$ cat src/hdl/tos_pkg.sv
// Package for the timestamp opcode scanner: opcode bytes, context rule
// constants, result word type and the follower byte table.
// No dependencies.
package tos_pkg;

  localparam int ADDR_WIDTH = 32;
  localparam int WinDepth   = 10;
  localparam int FifoDepth  = 4;

  // Address results wrap at ADDR_WIDTH and are then cut to 32 bits.
  localparam logic [31:0] PatchAddrMask =
    (ADDR_WIDTH >= 32) ? 32'hFFFF_FFFF : 32'((64'd1 << ADDR_WIDTH) - 64'd1);

  localparam logic [7:0] OpFirst    = 8'h0F;
  localparam logic [7:0] OpSecond   = 8'h31;
  localparam logic [7:0] PatchFirst = 8'hEF;
  localparam logic [7:0] PatchSecond = 8'h90;

  localparam logic [7:0] FolMovLoad = 8'h8B;
  localparam logic [7:0] FolMovStore = 8'h89;
  localparam logic [7:0] FolPush    = 8'h50;
  localparam logic [7:0] FolAdd     = 8'h01;
  localparam logic [7:0] FolGrp3    = 8'hF7;

  localparam logic [7:0] CtxMovByte = 8'h88;
  localparam logic [7:0] CtxSib5c   = 8'h5C;
  localparam logic [7:0] CtxSib24   = 8'h24;
  localparam logic [7:0] CtxModrm0c = 8'h0C;
  localparam logic [7:0] CtxImm04   = 8'h04;
  localparam logic [7:0] CtxGrp1    = 8'h83;
  localparam logic [7:0] CtxModrmE2 = 8'hE2;
  localparam logic [7:0] CtxCall    = 8'hE8;
  localparam logic [7:0] CtxZero    = 8'h00;
  localparam logic [7:0] CtxOnes    = 8'hFF;

  typedef logic [WinDepth-1:0][7:0] win_bytes_t;
  typedef logic [WinDepth-1:0]      win_valid_t;

  typedef struct packed {
    logic [31:0] addr;
    logic        last;
  } result_t;

  // Third bytes that may follow the timestamp opcode.
  function automatic logic is_follower(input logic [7:0] b);
    logic hit;
    case (b)
      8'h89, 8'hC3, 8'h8B, 8'hB9, 8'hC7, 8'h8D, 8'h68, 8'h5A, 8'h29, 8'hF3,
      8'hE9, 8'h2B, 8'h50, 8'h0F, 8'h3B, 8'hD9, 8'h57, 8'h85, 8'h83, 8'h33,
      8'hF7, 8'h8A, 8'h56, 8'h6A, 8'h39, 8'hEB, 8'hF6, 8'hA1, 8'h01,
      8'hA3: hit = 1'b1;
      default: hit = 1'b0;
    endcase
    return hit;
  endfunction

endpackage

$ cat src/hdl/timestamp_opcode_scanner.sv
// Timestamp opcode scanner: ten-byte sliding window, context rules and a
// four-word result queue. Depends on tos_pkg.
//
// Usage: code bytes enter on the input channel (in_valid / in_stall, fields
// data_byte and end_of_section), one word per byte, in section order.
// end_of_section marks the final byte; the window and the byte offset then
// clear so the next word starts a new section. base_addr is loaded through
// cfg_wr_en / cfg_wr_data while the block is idle.
// Results leave on the output channel (out_valid / out_stall) as patch_addr,
// the address of a confirmed 0F byte, with last_in_run on the final result
// of one input word. A candidate is decided when the byte four past its 0F
// arrives, or at end of section.
// Throughput: one input word per cycle while in_stall is low. A result is
// registered into the queue as the word that decides it is accepted. An
// end-of-section word can produce two results, which leave one at a time.
// in_stall rises once three or more results are queued (fewer than two free
// entries), so a stalled receiver backs up the input after three or four
// queued results.
// Reset (rst, synchronous) clears the window, the offset, base_addr and the
// queue.
module timestamp_opcode_scanner (
  input  logic        clk,
  input  logic        rst,
  input  logic        cfg_wr_en,
  input  logic [31:0] cfg_wr_data,
  input  logic        in_valid,
  output logic        in_stall,
  input  logic [7:0]  data_byte,
  input  logic        end_of_section,
  output logic        out_valid,
  input  logic        out_stall,
  output logic [31:0] patch_addr,
  output logic        last_in_run
);
  import tos_pkg::*;

  localparam int PtrBits = $clog2(FifoDepth);

  win_bytes_t  win_bytes;
  win_valid_t  win_valid;
  logic [31:0] byte_offset;
  logic [31:0] section_addr;

  result_t               fifo_mem [FifoDepth];
  logic [PtrBits-1:0]    wr_ptr;
  logic [PtrBits-1:0]    rd_ptr;
  logic [PtrBits:0]      fifo_count;

  win_bytes_t  wb;
  win_bytes_t  wb5;
  win_bytes_t  wb6;
  win_valid_t  wv;
  logic        conf5;
  logic        conf6;
  logic        conf7;
  logic [31:0] addr5;
  logic [31:0] addr6;
  logic [31:0] addr7;
  logic        in_take;
  logic        out_take;
  logic [1:0]  push_n;
  result_t     res0;
  result_t     res1;

  function automatic logic is_byte(input win_bytes_t b, input win_valid_t v,
                                   input int idx, input logic [7:0] val);
    logic hit;
    hit = 1'b0;
    if (idx >= 0 && idx < WinDepth) begin
      hit = v[idx] && (b[idx] == val);
    end
    return hit;
  endfunction

  // Decides the candidate whose 0F byte sits at window index c.
  function automatic logic confirm_at(input win_bytes_t b, input win_valid_t v,
                                      input int c);
    logic       ok;
    logic [7:0] f;
    f  = b[c+2];
    ok = is_byte(b, v, c, OpFirst) && is_byte(b, v, c + 1, OpSecond) &&
         v[c+2] && is_follower(f);
    if (f == FolMovLoad) begin
      if (is_byte(b, v, c - 2, CtxMovByte) && is_byte(b, v, c - 1, CtxSib5c)) begin
        ok = 1'b0;
      end
      if (is_byte(b, v, c - 2, CtxSib24) && is_byte(b, v, c - 1, CtxModrm0c)) begin
        ok = 1'b0;
      end
    end
    if (f == FolMovStore && is_byte(b, v, c + 4, FolMovLoad) &&
        is_byte(b, v, c - 5, CtxImm04)) begin
      ok = 1'b0;
    end
    if (f == FolPush && is_byte(b, v, c - 2, CtxGrp1) &&
        is_byte(b, v, c - 1, CtxModrmE2)) begin
      ok = 1'b0;
    end
    if (f == FolAdd && is_byte(b, v, c - 1, CtxCall) &&
        is_byte(b, v, c + 3, CtxZero)) begin
      ok = 1'b0;
    end
    if (f == FolGrp3 && is_byte(b, v, c - 1, CtxCall) &&
        is_byte(b, v, c + 3, CtxOnes)) begin
      ok = 1'b0;
    end
    return ok;
  endfunction

  assign in_stall  = (fifo_count > (PtrBits+1)'(FifoDepth - 2));
  assign in_take   = in_valid && !in_stall;
  assign out_valid = (fifo_count != '0);
  assign out_take  = out_valid && !out_stall;
  assign patch_addr  = fifo_mem[rd_ptr].addr;
  assign last_in_run = fifo_mem[rd_ptr].last;

  // Window after the new byte shifts in; confirmed pairs are overwritten in
  // place so that the later candidates see the patched bytes.
  always_comb begin
    wb = {data_byte, win_bytes[WinDepth-1:1]};
    wv = {1'b1, win_valid[WinDepth-1:1]};

    conf5 = confirm_at(wb, wv, 5);
    wb5 = wb;
    if (conf5) begin
      wb5[5] = PatchFirst;
      wb5[6] = PatchSecond;
    end

    conf6 = end_of_section && confirm_at(wb5, wv, 6);
    wb6 = wb5;
    if (conf6) begin
      wb6[6] = PatchFirst;
      wb6[7] = PatchSecond;
    end

    conf7 = end_of_section && confirm_at(wb6, wv, 7);

    addr5 = (section_addr - 32'd4) & PatchAddrMask;
    addr6 = (section_addr - 32'd3) & PatchAddrMask;
    addr7 = (section_addr - 32'd2) & PatchAddrMask;

    push_n = 2'({1'b0, conf5} + {1'b0, conf6} + {1'b0, conf7});

    res0.addr = conf5 ? addr5 : (conf6 ? addr6 : addr7);
    res0.last = (push_n == 2'd1);
    res1.addr = conf7 ? addr7 : addr6;
    res1.last = 1'b1;
  end

  always_ff @(posedge clk) begin
    if (rst) begin
      win_bytes    <= '0;
      win_valid    <= '0;
      byte_offset  <= '0;
      section_addr <= '0;
    end else if (cfg_wr_en) begin
      section_addr <= cfg_wr_data + byte_offset;
    end else if (in_take) begin
      if (end_of_section) begin
        win_bytes    <= '0;
        win_valid    <= '0;
        byte_offset  <= '0;
        section_addr <= section_addr - byte_offset;
      end else begin
        win_bytes    <= wb5;
        win_valid    <= wv;
        byte_offset  <= byte_offset + 32'd1;
        section_addr <= section_addr + 32'd1;
      end
    end
  end

  always_ff @(posedge clk) begin
    if (rst) begin
      wr_ptr     <= '0;
      rd_ptr     <= '0;
      fifo_count <= '0;
    end else begin
      if (in_take) begin
        wr_ptr <= wr_ptr + PtrBits'(push_n);
      end
      if (out_take) begin
        rd_ptr <= rd_ptr + PtrBits'(1);
      end
      fifo_count <= fifo_count + (in_take ? (PtrBits+1)'(push_n) : '0)
                    - (out_take ? (PtrBits+1)'(1) : '0);
    end
  end

  always_ff @(posedge clk) begin
    if (in_take && push_n != 2'd0) begin
      fifo_mem[wr_ptr] <= res0;
      if (push_n == 2'd2) begin
        fifo_mem[wr_ptr + PtrBits'(1)] <= res1;
      end
    end
  end

  a_fifo_bound: assert property (@(posedge clk) disable iff (rst)
    fifo_count <= (PtrBits+1)'(FifoDepth))
    else $error("result queue over capacity");

  a_section_clear: assert property (@(posedge clk) disable iff (rst)
    (in_take && end_of_section) |=> (win_valid == '0 && byte_offset == '0))
    else $error("window not cleared after end of section");

  a_valid_contig: assert property (@(posedge clk) disable iff (rst)
    ((~win_valid) & ((~win_valid) + WinDepth'(1))) == '0)
    else $error("window valid bits not contiguous from newest byte");

  a_two_at_end: assert property (@(posedge clk) disable iff (rst)
    (in_take && push_n == 2'd2) |-> end_of_section)
    else $error("two results from a word that is not end of section");

endmodule

$ cat config.mk
export PLATFORM = sky130hd
export DESIGN_NAME = timestamp_opcode_scanner
export DESIGN_NICKNAME = d
export VERILOG_FILES = /design/src/hdl/tos_pkg.sv /design/src/hdl/timestamp_opcode_scanner.sv
export SDC_FILE = /design/constraint.sdc
export NUM_CORES = 1
export LEC_CHECK = 0
export ABC_CLOCK_PERIOD_IN_PS = 7600
export BUFFER_PORTS_ARGS = -buffer_cell sky130_fd_sc_hd__buf_2
export CORE_UTILIZATION = 54
export CTS_BUF_LIST = sky130_fd_sc_hd__clkbuf_8
export DETAILED_ROUTE_END_ITERATION = 16
export PLACE_DENSITY = 0.76
export SYNTH_ARGS = -nofsm -noshare
export SYNTH_HDL_FRONTEND = slang
export SYNTH_SLANG_ARGS = --single-unit
$ cat constraint.sdc
create_clock -name clk -period 7.6 [get_ports clk]
set_input_delay 1.52 -clock clk [delete_from_list [all_inputs] [get_ports clk]]
set_output_delay 1.52 -clock clk [all_outputs]
set_load 0.01 [all_outputs]
# --- Word-level counts from Yosys, hierarchy flattened ---
# Memory sizes are Yosys's and may differ from the RTL's. A register that Yosys moved wholly into a read port is not among the register bits.
# Cells that the tools add are included.
op_classes:
  n_addsub: 14
  n_lt_le_gt_ge: 1
  n_eq_ne: 121
  n_mux: 52
  bitwise_logic: 1
  reduce_logical: 75
op_table:
  columns: ["cell", "n"]
  rows:
  - ["== test 8 bit, second input constant", 64]
  - ["two-way mux 32 bit", 7]
  - ["== test 8 x 6 -> 1 bit, second input constant", 21]
  - ["== test 8 x 7 -> 1 bit, second input constant", 21]
  - ["OR reduction 30 bit", 3]
  - ["two-way mux 80 bit", 1]
  - ["== test 8 x 4 -> 1 bit, second input constant", 9]
  - ["adder 32 x 1 -> 32 bit, second input constant", 2]
  - ["logical AND 1 bit", 64]
  - ["subtractor 32 x 2 -> 32 bit, second input constant", 2]
  - ["two-way mux 1 bit", 38]
  - ["adder 32 bit", 1]
  - ["two-way mux 16 bit", 2]
  - ["subtractor 32 x 3 -> 32 bit, second input constant", 1]
  - ["subtractor 32 bit", 1]
  - ["== test 8 x 1 -> 1 bit, second input constant", 3]
  - ["zero test 8 bit", 2]
  - ["two-way mux 10 bit", 1]
  - ["== test 8 x 3 -> 1 bit, second input constant", 1]
  - ["two-way mux 2 bit", 3]
  - ["adder 2 x 1 -> 2 bit, second input constant", 2]
  - ["nonzero test 2 bit", 2]
  - ["adder 3 x 2 -> 3 bit", 1]
  - ["greater-than comparator 3 x 2 -> 1 bit, second input constant", 1]
  - ["10 further kinds", 11]
word_totals:
  regBits: 153
  mem_bits_rw: 132
  in_bits: 46
  out_inout_bits: 35
  word_cells: 280
  memories: 1
mem_list:
  columns: ["memory", "words", "word_bits", "rd", "rd_clocked_by_memory_dff", "write_ports", "line", "text"]
  rows:
  - ["fifo_mem", 4, 33, 1, 1, 2, "timestamp_opcode_scanner.sv:44", "result_t fifo_mem [FifoDepth];"]

# --- Logic depth before layout (Yosys ltp) ---
depth:
  depth_word: 40
  mapped_depth: 18
  ltp_nobuf: 16

# --- Worst setup path before layout ---
# OpenSTA, ideal clock, no wires.
synth_path:
  path_kind: "input to register"
  startpoint: "in data_byte[4]"
  endpoint: "mem fifo_mem[1][10] (netlist name) (enable)"
  setup_ps: 387
  t_arrival_ps: 5287
  required_ps: 7213
  setup_slack_ps: 1926
  stages: 13
  n_path_buf: 3
  cell_sequence: "clkbuf_1 or3b_2 a21oi_1 o21ai_0 a221oi_1 nor2_1 nor2_1 fa_1 clkbuf_1 nor4_1 nor2_1 clkbuf_1 inv_1"
synth_rtl:
  columns: ["item", "line", "text"]
  rows:
  - ["from (decl)", "timestamp_opcode_scanner.sv:28", "input logic [7:0] data_byte,"]
  - ["to (decl)", "timestamp_opcode_scanner.sv:44", null]

==> reports/metrics.cfg <==
[synthesis]
synth_nets = 2540
syn_inst = 2419
yosys_warnings = 0
yosys-mux-area-fraction_pct = 4.15
netlist_area_um2 = 20400
synth_edf_count = 128
synth_top_family_by_area = compound AO/OA/AOI/OAI gates
synth_xor_area_share_pct = 3.48
yosysTopAreaCell = edfxtp_1
synth_area_leaders = edfxtp_1 19%, dfxtp_1 15%, a21oi_1 6.1%
yosys.area.top_type_share_pct = 18.8
synth_seq_cells = 286
yosys.area_share.simple_pct = 23.7
postSynthAreaPerCell_um2 = 8.44
yosys.area_share.adder_pct = 4.74
synth.distinct_cells = 90
ys.flop_type = dfxtp_1
synth-compound-area-share_pct = 25.1
ys_async_sr_fraction_pct = 0
seq_area_frac_synth_pct = 34.3

[power_and_ir_drop]
powerDensity_nw_per_um2 = 197
leakage_nw = 7.62
vdd_drop_max_mv = 0.134

[clock_network]
cts.htree.levels = 2
cts-root-buf = clkbuf_8
cts_buffers = 47
clk_path_buf_depth = 3
clock-sinks = 286
cts_resized = 0
cts_tree = yes
postCtsHoldBufs = 0
clkLatencyLatePin_ps = 660
path_clk_slew_ps = 70
cts_setup_buffers = 0

[timing]
tightest_slew_ps = 1240
fin_crit_sh_pct = 75.5
rsz0062_at_grt = no
finClkSkew_ps = 57.1
slew-limit-headroom_pct = 17.4
hold_viol_final = 0
drv_slew = 0
fin_crit_ps = 5730
setup-tns-final_ps = 0
max_freq_mhz = 174
setup_viol = 0

[placement]
post-dp-hpwl_mm = 42.8
dp_cells = 2845
dpl-instance-area_um2 = 21000
port_buffers = 80
gp_congestion = 0.994

[drt]
first_pass_iters = 7
vias = 19300
drtIter0Drc = 2221
routed_wl_mm = 61.9
drtAntennaViolNets = 0
drc = 0
viasPerCell = 6.58
post_drt_wl_per_cell_um = 21.1

[cells_and_area]
drive_above_1_share_pct = 11.1
diodes = 0
nFillCells = 3204
fin_area_um2 = 22000
syn_to_final_growth_pct = 7.60
fin_nets = 2511
fin_cells = 2929

[setup_path]
startpoint_type = register
slowest_delay_ps = 1030
critPathSlowestCell = o22ai_1
crit_type = register to register
worstSetupEndpointType = register
crit_arrival_ps = 6220
path_max_fanout = 14
required_ps = 8090
crit_chain = nor2b_1, nand3b_1, a2111oi_0, nor3_1, o2111ai_1, nor4b_1, fa_1, or3_1, o22ai_1, o21ai_0, o31ai_1

[global_route]
grt_pass1_wl_mm = 97.5
grt_usage_pct = 31.7
first_global_vias = 17900
antenna_found_initial = 0
grt_overflow = 0
grt_max_degree = 127

[die]
die_w_um = 196
core_um2 = 36900
fp.dieH_um = 196
rows = 70
ios = 81
initial_core_util_pct = 55.4
dieArea_um2 = 38600

[min_path]
hold_path.class = register to register

[run_status]
outcome = complete, no violations

[job]
max_cap_violations = 0

## critical path: cells and delay by family (launching register included)
kind                     cells  cell delay (ps)
AND/OR/NAND/NOR              5             2180
AO/OA/AOI/OAI                5             2150
adder cells (fa/ha/maj)      1              670
flip-flops                   1              560
## layer usage
layer  track usage [%]  vias up  part of all wire (%)
li1                  -     9101                     -
met1              44.4     9092                    43
met2              48.3      934                    44
met3              6.13      144                   9.3
met4              12.1        0                   3.5
met5                 0        -                     0
## registers in the layout, indices dropped and copies added (netlist names), named ones only
signal and flops:
section_addr 32, wr_ptr 2, fifo_mem 132, byte_offset 32
rd_ptr 2, win_valid 9, wb 72, fifo_count 3
## cell usage in the layout (no fill, tap or decap), types with 11 or more instances in the layout
cell type and n:
a211oi_1 29, a21o_1 35, a21oi_1 249, a221oi_1 43
a22oi_1 23, a31oi_1 25, and2_1 18, and3_1 23
buf_2 79, buf_4 38, clkbuf_8 56, dfxtp_1 157
edfxtp_1 128, ha_1 71, inv_1 55, mux4_2 33
nand2_1 195, nand2b_1 16, nand3_1 56, nand3b_1 79
nand4_1 27, nand4b_1 11, nor2_1 222, nor2b_1 55
nor3_1 55, nor3b_1 11, nor4_1 29, nor4b_1 11
o211ai_1 12, o21a_1 15, o21ai_0 151, o22a_1 25
o22ai_1 17, o31ai_1 66, or2_2 13, or3_1 35
xnor2_1 44, xor2_1 37
## power by group
group / leakage, nW / internal, mW / total, mW / switching (mW)
sequential: 2.36 / 1.64 / 1.75 / 0.103
clock: 0.547 / 0.739 / 1.40 / 0.662
combinational: 4.71 / 0.469 / 1.17 / 0.701
## final cells by class
type	instances	area (µm²)	share of cell area [%]
Timing Repair Buffer	118	701	3.19
Multi-Input combinational cell	1897	12500	57.0
Inverter	40	150	0.684
Clock inverter	28	185	0.843
Clock buffer	56	771	3.51
Tap cell	504	631	2.87
Sequential cell	286	7010	31.9
## logic make-up (layout without fill, tap and decap cells)
logic type                 after synthesis  after routing
DFF                                    286            286
buffers and inverters                  236            242
adders and majority gates               75             75
muxes                                   43             43
xor gates and xnor gates                81             81
AOI/OAI and AO/OA                      789            789
and+or+nand+nor                        909            909
## Yosys cell counts (16+ instances only)
cell type / instances
nand2b_1: 16
a21oi_1: 249
nor4_1: 30
xnor2_1: 44
o22ai_1: 17
and2_1: 18
mux4_2: 33
nand3_1: 56
a21o_1: 35
edfxtp_1: 128
nand4_1: 27
nor3_1: 56
ha_1: 71
a31oi_1: 25
and3_1: 23
o22a_1: 25
xor2_1: 37
nor2b_1: 55
or3_1: 35
a22oi_1: 23
a221oi_1: 43
inv_1: 40
o31ai_1: 66
nand3b_1: 79
a211oi_1: 29
o21ai_0: 151
clkbuf_1: 172
nand2_1: 196
nor2_1: 223
dfxtp_1: 158
## path summary, 6_finish.rpt
check                 startpoint                   endpoint  slack, ps  depth (start not counted)
max          wb[56]$_SDFFE_PP0P_  fifo_mem[3][27]$_DFFE_PP_       1870                         11
min          wb[15]$_SDFFE_PP0P_        wb[15]$_SDFFE_PP0P_        460                          2
max reg2reg  wb[56]$_SDFFE_PP0P_  fifo_mem[3][27]$_DFFE_PP_       1870                         11
min reg2reg  wb[15]$_SDFFE_PP0P_        wb[15]$_SDFFE_PP0P_        460                          2
## metrics by stage
| step | power (mW) | hold slack, ps | util (%) | worst slack [ps] |
|---|---|---|---|---|
| finish | 4.32 | 456 | 59.6 | 1870 |
| CTS | 4.32 | 454 | 59.6 | 2060 |
| global route | 4.51 | 469 | 59.6 | 1600 |
| detailed placement | 2.93 | 447 | 57.0 | 1460 |
| global placement | 2.91 | 439 | 57.0 | 1630 |
| floorplan | 2.59 | 431 | - | 1930 |
Note: power is estimated with default switching activity, not from simulation.
